==> config.mk <==
export PLATFORM = sky130hd
export DESIGN_NAME = three_level_priority_ring_queue
export DESIGN_NICKNAME = d
export VERILOG_FILES = /design/src/design/tlprq_pkg.sv /design/src/design/tlprq_ram.sv /design/src/design/tlprq_datapath.sv /design/src/design/tlprq_ctrl.sv /design/src/design/three_level_priority_ring_queue.sv
export SDC_FILE = /design/constraint.sdc
export NUM_CORES = 1
export LEC_CHECK = 0
export BUFFER_PORTS_ARGS = -buffer_cell sky130_fd_sc_hd__buf_2
export CAP_MARGIN = 5
export CORE_UTILIZATION = 60
export DETAILED_ROUTE_END_ITERATION = 16
export GPL_TIMING_DRIVEN = 0
export PLACE_DENSITY = 0.81
export SLEW_MARGIN = 5
export SYNTH_ARGS = -nofsm -noshare
export SYNTH_HDL_FRONTEND = slang
export SYNTH_SLANG_ARGS = --single-unit
==> constraint.sdc <==
create_clock -name i_clk -period 3.3 [get_ports i_clk]
set_input_delay 0.165 -clock i_clk [delete_from_list [all_inputs] [get_ports i_clk]]
set_output_delay 0.165 -clock i_clk [all_outputs]
set_load 0.1 [all_outputs]
==> src/design/tlprq_pkg.sv <==
// ----------------------------------------------------------------------------
// tlprq_pkg
// Shared types, sizes and helpers for the three-level priority ring queue.
// ----------------------------------------------------------------------------
package tlprq_pkg;

    localparam int DEPTH       = 8;
    localparam int LEVELS      = 3;
    localparam int LVL_W       = 2;
    localparam int CODE_W      = 8;
    localparam int PTR_W       = $clog2(DEPTH);
    localparam int STORE_DEPTH = LEVELS * DEPTH;
    localparam int ADDR_W      = $clog2(STORE_DEPTH);

    localparam int S_TDATA_W = 16;
    localparam int S_TUSER_W = 1;
    localparam int M_TDATA_W = 8;
    localparam int M_TUSER_W = 2;

    typedef enum logic {
        REQ_PUSH = 1'b0,
        REQ_POP  = 1'b1
    } t_req_kind;

    typedef enum logic {
        S_IDLE,
        S_READ
    } t_state;

    // controller to datapath
    typedef struct packed {
        logic take;
        logic fill;
    } t_dp_cmd;

    // datapath to controller
    typedef struct packed {
        logic pop_hit;
    } t_dp_status;

    function automatic logic [PTR_W-1:0] ptr_wrap(input logic [PTR_W-1:0] p);
        logic [PTR_W-1:0] r;
        if (p == PTR_W'(DEPTH - 1)) begin
            r = '0;
        end else begin
            r = p + PTR_W'(1);
        end
        return r;
    endfunction

    function automatic logic [ADDR_W-1:0] slot_addr(input logic [LVL_W-1:0] lvl,
                                                    input logic [PTR_W-1:0] ptr);
        logic [ADDR_W-1:0] a;
        a = ADDR_W'(ADDR_W'(lvl) * ADDR_W'(DEPTH)) + ADDR_W'(ptr);
        return a;
    endfunction

endpackage

==> src/design/tlprq_ram.sv <==
// ----------------------------------------------------------------------------
// tlprq_ram
// Generic single-write, single-read RAM with registered read data.
// ----------------------------------------------------------------------------
module tlprq_ram #(
    parameter int WIDTH = 8,
    parameter int DEPTH = 24
) (
    input  logic                     i_clk,
    input  logic                     i_we,
    input  logic [$clog2(DEPTH)-1:0] i_waddr,
    input  logic [WIDTH-1:0]         i_wdata,
    input  logic [$clog2(DEPTH)-1:0] i_raddr,
    output logic [WIDTH-1:0]         o_rdata
);

    logic [WIDTH-1:0] r_mem [DEPTH];
    logic [WIDTH-1:0] r_rdata;

    always_ff @(posedge i_clk) begin
        if (i_we) begin
            r_mem[i_waddr] <= i_wdata;
        end
        r_rdata <= r_mem[i_raddr];
    end

    assign o_rdata = r_rdata;

endmodule

==> src/design/tlprq_datapath.sv <==
// ----------------------------------------------------------------------------
// tlprq_datapath
// Ring pointers, entry store, idle code register and result register.
// ----------------------------------------------------------------------------
module tlprq_datapath
    import tlprq_pkg::*;
(
    input  logic              i_clk,
    input  logic              i_rst_n,
    input  t_dp_cmd           i_cmd,
    output t_dp_status        o_status,
    input  t_req_kind         i_req_kind,
    input  logic [LVL_W-1:0]  i_lvl,
    input  logic [CODE_W-1:0] i_entry,
    input  logic              i_cfg_we,
    input  logic [CODE_W-1:0] i_cfg_data,
    output logic [CODE_W-1:0] o_entry,
    output logic              o_got,
    output logic              o_drop
);

    logic [PTR_W-1:0]  r_rd_ptr [LEVELS];
    logic [PTR_W-1:0]  r_wr_ptr [LEVELS];
    logic [PTR_W-1:0]  n_rd_ptr [LEVELS];
    logic [PTR_W-1:0]  n_wr_ptr [LEVELS];
    logic [CODE_W-1:0] r_idle_code;
    logic [CODE_W-1:0] r_entry;
    logic              r_got;
    logic              r_drop;
    logic [CODE_W-1:0] n_entry;
    logic              n_got;
    logic              n_drop;

    logic              is_push;
    logic              lvl_ok;
    logic [LVL_W-1:0]  lvl_idx;
    logic [PTR_W-1:0]  wp;
    logic [PTR_W-1:0]  wp_next;
    logic              push_drop;
    logic [LEVELS-1:0] busy;
    logic              found;
    logic [LVL_W-1:0]  hit_lvl;
    logic              ram_we;
    logic [ADDR_W-1:0] ram_waddr;
    logic [ADDR_W-1:0] ram_raddr;
    logic [CODE_W-1:0] ram_rdata;

    always_comb begin
        is_push   = (i_req_kind == REQ_PUSH);
        lvl_ok    = (i_lvl < LVL_W'(LEVELS));
        lvl_idx   = lvl_ok ? i_lvl : '0;
        wp        = r_wr_ptr[lvl_idx];
        wp_next   = ptr_wrap(wp);
        push_drop = lvl_ok && (r_rd_ptr[lvl_idx] == wp_next);

        // highest non-empty level wins
        hit_lvl = '0;
        for (int k = LEVELS - 1; k >= 0; k--) begin
            busy[k] = (r_rd_ptr[k] != r_wr_ptr[k]);
            if (busy[k]) begin
                hit_lvl = LVL_W'(k);
            end
        end
        found = |busy;

        o_status.pop_hit = !is_push && found;

        ram_we    = i_cmd.take && is_push && lvl_ok;
        ram_waddr = slot_addr(lvl_idx, wp);
        ram_raddr = slot_addr(hit_lvl, r_rd_ptr[hit_lvl]);

        for (int k = 0; k < LEVELS; k++) begin
            n_rd_ptr[k] = r_rd_ptr[k];
            n_wr_ptr[k] = r_wr_ptr[k];
            if (ram_we && (lvl_idx == LVL_W'(k))) begin
                n_wr_ptr[k] = wp_next;
                if (push_drop) begin
                    n_rd_ptr[k] = ptr_wrap(r_rd_ptr[k]);
                end
            end
            if (i_cmd.take && !is_push && found && (hit_lvl == LVL_W'(k))) begin
                n_rd_ptr[k] = ptr_wrap(r_rd_ptr[k]);
            end
        end

        n_entry = r_entry;
        n_got   = r_got;
        n_drop  = r_drop;
        if (i_cmd.take) begin
            if (is_push) begin
                n_entry = '0;
                n_got   = 1'b0;
                n_drop  = push_drop;
            end else begin
                // a pop that hits finishes on fill
                n_entry = r_idle_code;
                n_got   = 1'b0;
                n_drop  = 1'b0;
            end
        end else if (i_cmd.fill) begin
            n_entry = ram_rdata;
            n_got   = 1'b1;
            n_drop  = 1'b0;
        end
    end

    tlprq_ram #(
        .WIDTH (CODE_W),
        .DEPTH (STORE_DEPTH)
    ) u_store (
        .i_clk   (i_clk),
        .i_we    (ram_we),
        .i_waddr (ram_waddr),
        .i_wdata (i_entry),
        .i_raddr (ram_raddr),
        .o_rdata (ram_rdata)
    );

    always_ff @(posedge i_clk) begin
        if (!i_rst_n) begin
            for (int k = 0; k < LEVELS; k++) begin
                r_rd_ptr[k] <= '0;
                r_wr_ptr[k] <= '0;
            end
            r_idle_code <= '0;
        end else begin
            for (int k = 0; k < LEVELS; k++) begin
                r_rd_ptr[k] <= n_rd_ptr[k];
                r_wr_ptr[k] <= n_wr_ptr[k];
            end
            if (i_cfg_we) begin
                r_idle_code <= i_cfg_data;
            end
        end
    end

    always_ff @(posedge i_clk) begin
        r_entry <= n_entry;
        r_got   <= n_got;
        r_drop  <= n_drop;
    end

    assign o_entry = r_entry;
    assign o_got   = r_got;
    assign o_drop  = r_drop;

    // pointers stay inside the ring
    a_ptr_range: assert property (@(posedge i_clk) disable iff (!i_rst_n)
        (r_rd_ptr[0] <= PTR_W'(DEPTH - 1)) && (r_wr_ptr[0] <= PTR_W'(DEPTH - 1)) &&
        (r_rd_ptr[1] <= PTR_W'(DEPTH - 1)) && (r_wr_ptr[1] <= PTR_W'(DEPTH - 1)) &&
        (r_rd_ptr[2] <= PTR_W'(DEPTH - 1)) && (r_wr_ptr[2] <= PTR_W'(DEPTH - 1)))
        else $error("ring pointer out of range");

    // a push to the high level never leaves it empty
    a_push_fills: assert property (@(posedge i_clk) disable iff (!i_rst_n)
        (i_cmd.take && is_push && (i_lvl == '0)) |=> (r_rd_ptr[0] != r_wr_ptr[0]))
        else $error("push left high level empty");

endmodule

==> src/design/tlprq_ctrl.sv <==
// ----------------------------------------------------------------------------
// tlprq_ctrl
// Handshake and sequencing: takes a beat, waits out the store read on a pop hit,
// and holds the result until the sink takes it.
// ----------------------------------------------------------------------------
module tlprq_ctrl
    import tlprq_pkg::*;
(
    input  logic       i_clk,
    input  logic       i_rst_n,
    input  logic       i_in_valid,
    output logic       o_in_ready,
    output logic       o_out_valid,
    input  logic       i_out_ready,
    output t_dp_cmd    o_cmd,
    input  t_dp_status i_status
);

    t_state r_state;
    t_state n_state;
    logic   r_out_valid;
    logic   n_out_valid;
    logic   out_free;

    always_ff @(posedge i_clk) begin
        if (!i_rst_n) begin
            r_state     <= S_IDLE;
            r_out_valid <= 1'b0;
        end else begin
            r_state     <= n_state;
            r_out_valid <= n_out_valid;
        end
    end

    always_comb begin
        n_state     = r_state;
        out_free    = !r_out_valid || i_out_ready;
        o_in_ready  = 1'b0;
        o_cmd.take  = 1'b0;
        o_cmd.fill  = 1'b0;
        n_out_valid = r_out_valid && !i_out_ready;
        case (r_state)
            S_IDLE: begin
                o_in_ready = out_free;
                o_cmd.take = i_in_valid && out_free;
                if (o_cmd.take) begin
                    if (i_status.pop_hit) begin
                        n_state = S_READ;
                    end else begin
                        n_out_valid = 1'b1;
                    end
                end
            end
            S_READ: begin
                // store data is valid now
                o_cmd.fill  = 1'b1;
                n_out_valid = 1'b1;
                n_state     = S_IDLE;
            end
            default: begin
                n_state = S_IDLE;
            end
        endcase
    end

    assign o_out_valid = r_out_valid;

    a_hit_reads: assert property (@(posedge i_clk) disable iff (!i_rst_n)
        (o_cmd.take && i_status.pop_hit) |=> (r_state == S_READ))
        else $error("pop hit did not enter read");

    // the result slot is empty while a store read is in flight
    a_read_slot_free: assert property (@(posedge i_clk) disable iff (!i_rst_n)
        (r_state == S_READ) |-> !r_out_valid)
        else $error("result slot busy during read");

    a_fill_shows: assert property (@(posedge i_clk) disable iff (!i_rst_n)
        o_cmd.fill |=> (r_out_valid && (r_state == S_IDLE)))
        else $error("fill did not present a result");

endmodule

==> src/design/three_level_priority_ring_queue.sv <==
// ----------------------------------------------------------------------------
// three_level_priority_ring_queue
// Three ring queues of entry codes (high, medium, low) with push and pop.
// ----------------------------------------------------------------------------
//  channel   dir  ports                       beat contents
//  s_axis    in   tvalid tready tdata tuser   push/pop request
//  m_axis    out  tvalid tready tdata tuser   one result per request
//  cfg       in   i_cfg_valid o_cfg_ready     idle code write
//
//  a push or a pop on empty levels shows its result in the cycle after the beat
//  is taken; a pop that finds an entry first waits in the read state for the
//  registered read of the entry store; one request is in work at a time.
//  reset is synchronous and active low, clears all pointers and the idle code.
//  a held result stalls new requests only until the sink takes it.
//  the config channel is always ready.
// ----------------------------------------------------------------------------
module three_level_priority_ring_queue
    import tlprq_pkg::*;
(
    input  logic                 i_clk,
    input  logic                 i_rst_n,
    input  logic                 s_axis_tvalid,
    output logic                 s_axis_tready,
    input  logic [S_TDATA_W-1:0] s_axis_tdata,   // priority_req[1:0], entry_in[9:2], zero pad
    input  logic [S_TUSER_W-1:0] s_axis_tuser,   // req_type[0]
    output logic                 m_axis_tvalid,
    input  logic                 m_axis_tready,
    output logic [M_TDATA_W-1:0] m_axis_tdata,   // entry_out[7:0]
    output logic [M_TUSER_W-1:0] m_axis_tuser,   // got_entry[0], dropped_oldest[1]
    input  logic                 i_cfg_valid,
    output logic                 o_cfg_ready,
    input  logic [CODE_W-1:0]    i_cfg_data
);

    t_dp_cmd     cmd;
    t_dp_status  status;
    logic        got;
    logic        drop;

    tlprq_ctrl u_ctrl (
        .i_clk       (i_clk),
        .i_rst_n     (i_rst_n),
        .i_in_valid  (s_axis_tvalid),
        .o_in_ready  (s_axis_tready),
        .o_out_valid (m_axis_tvalid),
        .i_out_ready (m_axis_tready),
        .o_cmd       (cmd),
        .i_status    (status)
    );

    tlprq_datapath u_dp (
        .i_clk      (i_clk),
        .i_rst_n    (i_rst_n),
        .i_cmd      (cmd),
        .o_status   (status),
        .i_req_kind (t_req_kind'(s_axis_tuser[0])),
        .i_lvl      (s_axis_tdata[LVL_W-1:0]),
        .i_entry    (s_axis_tdata[LVL_W+CODE_W-1:LVL_W]),
        .i_cfg_we   (i_cfg_valid),
        .i_cfg_data (i_cfg_data),
        .o_entry    (m_axis_tdata),
        .o_got      (got),
        .o_drop     (drop)
    );

    assign m_axis_tuser = {drop, got};
    assign o_cfg_ready  = 1'b1;

endmodule
# ---- Word-level counts from Yosys, hierarchy flattened
# Memory sizes are Yosys's and may differ from the RTL's. A register that Yosys moved wholly into a read port is not among the register bits.
# Cells that the tools add are included.
dict set report word_totals {
  reg_bits 20
  ram_bits 210
  inputBits 30
  out_inout_bits 13
  elab_cells 102
  n_memories 3
}
# memory depth width rd rd_ports_with_merged_regs wr line_no
set memory_table {}
lappend memory_table {u_dp.u_store.r_mem 24 8 1 1 1 tlprq_ram.sv:17} ;# logic [WIDTH-1:0] r_mem [DEPTH];
lappend memory_table {u_dp.r_rd_ptr 3 3 5 0 3 tlprq_datapath.sv:22} ;# logic [PTR_W-1:0] r_rd_ptr [LEVELS];
lappend memory_table {u_dp.r_wr_ptr 3 3 4 0 3 tlprq_datapath.sv:23} ;# logic [PTR_W-1:0] r_wr_ptr [LEVELS];
dict set report classes {
  addsub 6
  n_lt_le_gt_ge 1
  n_eq_ne 12
  muxes 45
  bitwise_logic 8
  reduce_logical 21
}
# cell count
set ops {}
lappend ops {{two-way mux 3 bit} 22}
lappend ops {{two-way mux 8 bit} 3}
lappend ops {{logical AND 1 bit} 14}
lappend ops {{two-way mux 1 bit} 14}
lappend ops {{adder 3 x 1 -> 3 bit (second input constant)} 4}
lappend ops {{== test 3 bit (second input constant)} 4}
lappend ops {{adder 5 x 3 -> 5 bit} 2}
lappend ops {{inequality test 3 bit} 3}
lappend ops {{two-way mux 2 bit} 4}
lappend ops {{OR 1 bit} 6}
lappend ops {{== test 2 x 1 -> 1 bit (second input constant)} 2}
lappend ops {{== test 2 bit (second input constant)} 2}
lappend ops {{logical NOT 2 bit} 2}
lappend ops {{case mux 1 bit (2 select lines)} 2}
lappend ops {{== test 3 bit} 1}
lappend ops {{OR reduction 3 bit} 1}
lappend ops {{logical NOT 1 bit} 2}
lappend ops {{< comparator 2 bit (second input constant)} 1}
lappend ops {{inverter 1 bit} 2}
lappend ops {{nonzero test 2 bit} 1}
lappend ops {{logical OR 1 bit} 1}

# ---- Depth between registers and ports, before layout
# Gate-level depths: netlist of run 1.
# An unclocked memory read counts as a cell.
dict set report depth {
  depth_word 11
  depth_mapped 16
  depth_no_buf 15
}

# ---- Modules after synthesis
# From an unflattened synthesis of run 1, not the netlist that was laid out.
dict set report hier_totals {
  cells_unflattened 670
  area_unflattened_um2 10224.8
}
# module instances cells_each area_per_inst_um2 seq_area_each_um2
set modules_own_cells {}
lappend modules_own_cells {tlprq_ram 1 383 7719.9 5925.7}
lappend modules_own_cells {tlprq_datapath 1 273 2372.3 810.8}
lappend modules_own_cells {tlprq_ctrl 1 10 106.4 40.0}
lappend modules_own_cells {three_level_priority_ring_queue 1 4 26.3 0.0}

# ---- Least setup slack after synthesis of run 1
# No wires, ideal clock.
dict set report synth_path {
  kind {reg-to-reg}
  startpoint {register u_ctrl.r_out_valid (netlist: u_ctrl.o_out_valid)}
  endpoint {memory u_dp.u_store.r_mem[11][0], enable pin}
  setup_time_ns 0.370
  arrival_time_ns 3.835
  t_required_ns 2.930
  path_slack_ns -0.905
  stages_incl_launch_ff 7
  n_path_buf 1
  period_less_slack_ns 4.205
  path_cell_list {dfxtp_1 -> a21oi_1 -> nand2_1 -> nor3_1 -> clkbuf_1 -> nand2_1 -> nor2_1}
}
dict set report synth_via {
  elab_chain_cells 8
}
# item line_no
set synth_rtl {}
lappend synth_rtl {{start: declaration} tlprq_ctrl.sv:21} ;# logic r_out_valid;
lappend synth_rtl {{start signal: assignment} tlprq_ctrl.sv:31} ;# r_out_valid <= n_out_valid;
lappend synth_rtl {{logical NOT 1 bit} tlprq_ctrl.sv:37} ;# out_free = !r_out_valid || i_out_ready;
lappend synth_rtl {{logical OR 1 bit} tlprq_ctrl.sv:37}
lappend synth_rtl {{logical AND 1 bit} tlprq_ctrl.sv:45} ;# o_cmd.take = i_in_valid && out_free;
lappend synth_rtl {{two-way mux 1 bit} tlprq_ctrl.sv:42} ;# case (r_state)
lappend synth_rtl {{logical AND 1 bit (2 in a row)} tlprq_datapath.sv:68} ;# ram_we = i_cmd.take && is_push && lvl_ok;
lappend synth_rtl {{two-way mux 1 bit} tlprq_ram.sv:21} ;# if (i_we) begin
lappend synth_rtl {{two-way mux 1 bit (not written as such)} tlprq_ram.sv:22} ;# r_mem[i_waddr] <= i_wdata;
lappend synth_rtl {{end: declaration} tlprq_ram.sv:17}
# Every way passes these cells.

==> summary.md, run 1 <==
| Metric | Value |
|---|---|
| Die Area | 17230 sq um |
| Worst Path Arrival | 3570 ps |
| I/O pin count | 43 |
| Maximum VDD drop | 488.7 uV |
| Global Route Usage Sum | 27.06% |
| Worst min-delay path startpoint | m_axis_tready |
| Req. time, crit path | 3650 ps |
| Pwr/cell area | 607.3 nW/um^2 |
| CP endpoint kind | flop |
| Antenna violations before repair | 0 |
| Routed WL | 22.84 mm |
| Metal3 WL | 1.736 mm |
| RSZ-0062 raised after global routing | true |
| Ys async rst share | 0% |
| Sink Count | 238 |
| Die Wd | 131.3 microns |
| Combinational fraction of design power | 12.0% |
| Final setup vio count | 0 |
| Post-synth cell types | 56 |
| I/O Buffers | 34 |
| Wire per inst | 22.33 microns |
| Post-synthesis net count | 763 |
| Later-pin clock latency in the skew report | 530 ps |
| Clk pwr share | 39.9% |
| Worst slew margin | 44.30% |
| Switch share | 24.61% |
| Sequential cell fraction of total power | 48.1% |
| Post-synth EDFFs | 201 |
| Area of the mapped netlist | 10030 sq um |
| Slew @ Worst Pin | 832.4 ps |
| Placed Area | 10480 sq um |
| Post-CTS setup buffers | 0 |
| Pin count of the biggest net entering global routing | 25 |
| Antenna cells | 0 |
| Max Fclk | 310.6 MHz |
| Worst Hold Class | in -> reg |
| Chip height | 131.3 microns |
| Int Power | 0.005255 W |
| Top FF cell, synth | edfxtp_1 |
| Net load switching power | 0.001716 W |
| Max cap viols | 0 |
| Design Area, Final | 11480 sq um |
| Flops & latches, synth | 238 |
| YS warnings | 0 |
| RR Startpoint | u_dp.r_rd_ptr[0][1]$_SDFFE_PN0P_ |
| Final slew viol count | 0 |
| Sequential share of the synthesized area | 67.58% |
| Post-DRT Antenna Nets | 0 |
| Layout cell share with drive strength beyond 1 | 16.85% |
| Clock Tree Buf Depth | 3 |
| Final Critical Period | 3220 ps |
| Pwr Total | 0.006971 W |
| CP startpoint | u_dp.r_rd_ptr[0][1]$_SDFFE_PN0P_ |
| Most frequent cell after synthesis | edfxtp_1 |
| Top layer in use | met4 |
| Cell Rows | 46 |
| Nets | 834 |
| Number of global-route vias before repair | 6352 |
| CTS buffer count | 24 |
| Leakage | 4.144 nW |
| First-pass GRT wire length | 35.55 mm |
| Top-area cell type share of the netlist area | 60.19% |
| Synth Area per Inst | 13.97 sq um |
| Worst hold slack | 85.39 ps |
| CTS tree | yes |
| Routability cong. | 0.9469 |
| Clk slew on worst S/H paths | 60 ps |
| Final Hold Fails | 0 |
| DR vias | 6341 |
| Detailed Place HPWL | 15.42 mm |
| Synth top area cells | edfxtp_1, dfxtp_1, mux2i_1 |
| Initial DRC count | 595 |
| Syn Inst Count | 718 |
| 1st-pass router iterations | 5 |
| CORE AREA | 16120 sq um |
| Most frequent cells after synthesis | edfxtp_1, nand2_1, mux2i_1 |
| WS Path Type | reg -> reg |
| WL met1 | 9.303 mm |
| Share of the clock period used by the worst path | 97.57% |
| CP max FO | 10 |
| Starting Density | 62.22% |
| Outcome | completed |
| H-tree depth | 1 |
| Vias per cell | 6.198 |
| Wire length on met2 | 11.24 mm |
| Yosys top cell by area | edfxtp_1 |
| Layout area overhead | 14.47% |
| DRC errors left | 0 |
| Skew final | 18.31 ps |
| Grt total ovfl | 0 |
| Crit path launch type | flop |
| Root buffer cell | clkbuf_16 |
-- stage by stage --
step	TNS (ps)	worst slack [ps]	instances	utilization, %
after floorplan	0	143.6	718	-
after global placement	-741.1	-200.0	968	65.02
after detailed placement	-1262	-317.5	968	65.02
after CTS	0	34.05	1023	71.09
after global routing	-18.41	-16.68	1023	71.23
final	0	80.04	1023	71.23
-- routing by layer --
layer / track usage (%) / vias up
met5: 0 / -
met4: 7.752 / 0
met3: 3.395 / 48
met2: 46.16 / 319
met1: 36.70 / 3129
li1: - / 2845
-- cells in the final DEF, fill, tap and decap left out, drive strengths merged, types with 10 or more instances in the layout --
cell         netlist  routed
edfxtp           201     201
ha                15      15
nor2              51      51
dfxtp             37      37
nand3             21      21
mux2i             68      68
mux2              18      18
o21ai             41      41
clkinv             0      10
clkbuf            14      41
inv               10      12
dlygate4sd3        0      11
nor3              10      10
buf               23      56
a22oi             11      11
a21oi             22      22
nand2             85      85
-- worst max-delay path, stage by stage (launching register included) --
cell     delay (ps)
dfxtp_1         530
xnor2_1         190
nand3_2         280
a21oi_4         320
o22a_1          210
buf_2           360
mux4_2          610
o21ai_0         390
a32oi_1         150
-- worst paths after layout --
check | end | slack (ps) | cells after the start
worst max-delay path | u_dp.u_store.o_rdata[2]$_DFF_P_ | 80 | 8
worst min-delay path | u_dp.o_got$_SDFFE_PN0P_ | 90 | 3
worst max register to register | u_dp.u_store.o_rdata[2]$_DFF_P_ | 80 | 8
worst min register to register | u_dp.o_got$_SDFFE_PN0P_ | 500 | 1
-- sequential cells by signal, indices dropped and copies added (netlist names) --
| signal | cells |
|---|---|
| u_dp.o_got | 1 |
| u_dp.r_idle_code | 8 |
| u_ctrl.o_out_valid | 1 |
| u_dp.o_entry | 8 |
| u_dp.o_drop | 1 |
| u_dp.r_rd_ptr | 9 |
| u_ctrl.r_state | 1 |
| u_dp.u_store.r_mem | 192 |
| u_dp.u_store.o_rdata | 8 |
| u_dp.r_wr_ptr | 9 |
-- final cells by class --
type / instances / area [sq um]
Timing Repair Buffer: 45 / 280.3
Multi-Input combinational cell: 433 / 3067
Inverter: 10 / 37.54
Tap cell: 216 / 270.3
Clock inverter: 18 / 221.5
Fill cell: 1059 / 4637
Buffer: 37 / 217.7
Sequential cell: 238 / 6777
Clock buffer: 26 / 608.1
-- power by group through the flow --
stage / clock (W) / sequential [W] / combinational [W]
floorplan: 0 / 0.00353 / 0.000441
global placement: 0 / 0.00341 / 0.000773
detailed placement: 0 / 0.00342 / 0.000793
CTS: 0.00281 / 0.00335 / 0.000822
global route: 0.00292 / 0.00336 / 0.000884
finish: 0.00278 / 0.00335 / 0.000840
-- cells by family after synthesis --
logic type,after synthesis,synth area share [%]
DFF,238,67.58
and+or+nand+nor,189,8.373
AOI/OAI and AO/OA,121,8.073
muxes,92,10.16
buffers and inverters,47,2.520
adders and majority gates,15,1.872
xor gates and xnor gates,15,1.385
other,1,0.03740
-- repair_timing --
action                                  4_1_cts  5_1_grt
hold buffers                                 11        0
endpoints found under the hold margin        13        0
gates cloned                                  0        0
endpoints found under the setup margin        6        6
resized for setup                            12        7
(Power assumes the default switching activity.)
==> run 2, diff against run 1 <==
RECOVER_POWER = 50   (was not set)
==> summary.md, run 2 (synthesis results as in run 1) <==
| Metric | Value |
|---|---|
| Slew @ Worst Pin | 1301 ps (was 832.4 ps) |
| Most common cell after layout, fill and taps aside | edfxtp_1 (unchanged) |
| Top reg by flops | u_dp.u_store.r_mem (unchanged) |
| I/O Buffers | 34 (unchanged) |
| Cell Rows | 46 (unchanged) |
| Worst Hold Class | in -> reg (unchanged) |
| Largest registers | u_dp.u_store.r_mem (192), u_dp.r_rd_ptr (9), u_dp.r_wr_ptr (9) (unchanged) |
| Detailed Place HPWL | 15.42 mm (unchanged) |
| CORE AREA | 16120 sq um (unchanged) |
| Skew final | 18.03 ps (was 18.31 ps) |
| DR vias | 6293 (was 6341) |
| Pin count of the biggest net entering global routing | 25 (unchanged) |
| Number of flip-flops in the largest register | 192 (unchanged) |
| Final slew viol count | 0 (unchanged) |
| DRC errors left | 0 (unchanged) |
| Max Fclk | 308.8 MHz (was 310.6 MHz) |
| Worst Path Arrival | 3590 ps (was 3570 ps) |
| CTS buffer count | 24 (unchanged) |
| Leakage | 4.096 nW (was 4.144 nW) |
| Routability cong. | 0.9469 (unchanged) |
| Req. time, crit path | 3650 ps (about the same) |
| Final setup vio count | 0 (unchanged) |
| Root buffer cell | clkbuf_16 (unchanged) |
| Nets | 834 (unchanged) |
| H-tree depth | 1 (unchanged) |
| Die Wd | 131.3 microns (unchanged) |
| Crit path launch type | flop (unchanged) |
| Clock Tree Buf Depth | 3 (unchanged) |
| Later-pin clock latency in the skew report | 530 ps (about the same) |
| Setup TNS | 0 ps (unchanged) |
| Antenna violations before repair | 0 (unchanged) |
| CTS tree | yes (unchanged) |
| Routed WL | 22.83 mm (was 22.84 mm) |
| CP max FO | 10 (unchanged) |
| Final WS setup | 61.67 ps (was 80.04 ps) |
| Core Util, Final | 71.03% (was 71.23%) |
| Most frequent cells in the layout | edfxtp_1, nand2_1, mux2i_1 (unchanged) |
| Outcome | completed (unchanged) |
| WS Path Type | reg -> reg (unchanged) |
| Global Route Usage Sum | 27.06% (unchanged) |
| Grt total ovfl | 0 (unchanged) |
| Worst slew margin | 13.24% (was 44.30%) |
| CP endpoint kind | flop (unchanged) |
| Layout area overhead | 14.16% (was 14.47%) |
| Antenna cells | 0 (unchanged) |
| Wire per inst | 22.31 microns (was 22.33 microns) |
| Max cap viols | 0 (unchanged) |
| Clk slew on worst S/H paths | 60 ps (about the same) |
| Pre-CTS setup slack | -317.5 ps (unchanged) |
| Layout cell share with drive strength beyond 1 | 14.62% (was 16.85%) |
| Worst hold slack | 86.76 ps (was 85.39 ps) |
| Starting Density | 62.22% (unchanged) |
| First-pass GRT wire length | 35.55 mm (unchanged) |
| Maximum VDD drop | 489.0 uV (was 488.7 uV) |
| Chip height | 131.3 microns (unchanged) |
| 1st-pass router iterations | 5 (unchanged) |
| Share of the clock period used by the worst path | 98.13% (was 97.57%) |
| Final Hold Fails | 0 (unchanged) |
| Vias per cell | 6.152 (was 6.198) |
| Final Critical Period | 3238 ps (was 3220 ps) |
| Number of global-route vias before repair | 6352 (unchanged) |
| RSZ-0062 raised after global routing | true (unchanged) |
| Sink Count | 238 (unchanged) |
| Die Area | 17230 sq um (unchanged) |
| Pwr/cell area | 609.2 nW/um^2 (was 607.3 nW/um^2) |
| Post-DRT Antenna Nets | 0 (unchanged) |
| Fillers | 1073 (was 1059) |
| Initial DRC count | 579 (was 595) |
| I/O pin count | 43 (unchanged) |
[run 2: cell type report]
type | instances | area (sq um) | area share, %
sequential | 238 | 6777 | 59.20
multi-input combinational | 433 | 3055 | 26.69
clock buffer | 26 | 608.1 | 5.312
tap | 216 | 270.3 | 2.361
timing repair buffer | 45 | 260.3 | 2.273
clock inverter | 18 | 221.5 | 1.935
buffer | 37 | 217.7 | 1.902
inverter | 10 | 37.54 | 0.3279
[run 2: final timing paths]
| check | slack, ps | from | end | depth (start not counted) |
|---|---|---|---|---|
| min reg2reg | 500 | u_ctrl.r_state$_SDFF_PP0_ | u_dp.o_got$_SDFFE_PN0P_ | 1 |
| min | 90 | m_axis_tready | u_dp.o_got$_SDFFE_PN0P_ | 3 |
| max | 60 | u_dp.r_rd_ptr[0][1]$_SDFFE_PN0P_ | u_dp.u_store.o_rdata[2]$_DFF_P_ | 8 |
| max reg2reg | 60 | u_dp.r_rd_ptr[0][1]$_SDFFE_PN0P_ | u_dp.u_store.o_rdata[2]$_DFF_P_ | 8 |
[run 2: what timing repair did]
item / 4_1_cts / 5_1_grt
gates cloned: 0 / 0
resized for setup: 12 / 7
endpoints found under the setup margin: 6 / 6
buffers inserted: 0 / 0
hold buffers: 11 / 0
hold endpoints to repair: 13 / 0
[run 2: where the power goes]
part / leakage, nW / switching (W) / internal (W)
combinational: 1.58 / 0.000578 / 0.000256
sequential: 2.12 / 0.0000238 / 0.00333
clock: 0.399 / 0.00112 / 0.00166
[run 2: layer usage]
metal  global-route usage, %  wire [microns]
met5                       0               0
met4                   7.752             573
met3                   3.395            1780
met2                   46.16           11170
met1                   36.70            9300
[run 2: worst max-delay path, cell delays in order (launching register included)]
cell     delay [ps]
dfxtp_1         530
xnor2_1         190
nand3_2         280
a21oi_4         320
o22a_1          210
buf_2           360
mux4_2          610
o21ai_0         390
a32oi_1         160
[run 2: metrics by stage]
stage	cell area, sq um	total power [W]	std cells
floorplan	10040	0.003972	718
global placement	10480	0.004186	968
detailed placement	10480	0.004209	968
CTS	11460	0.006986	1023
global route	11450	0.007154	1023
finish	11450	0.006973	1023
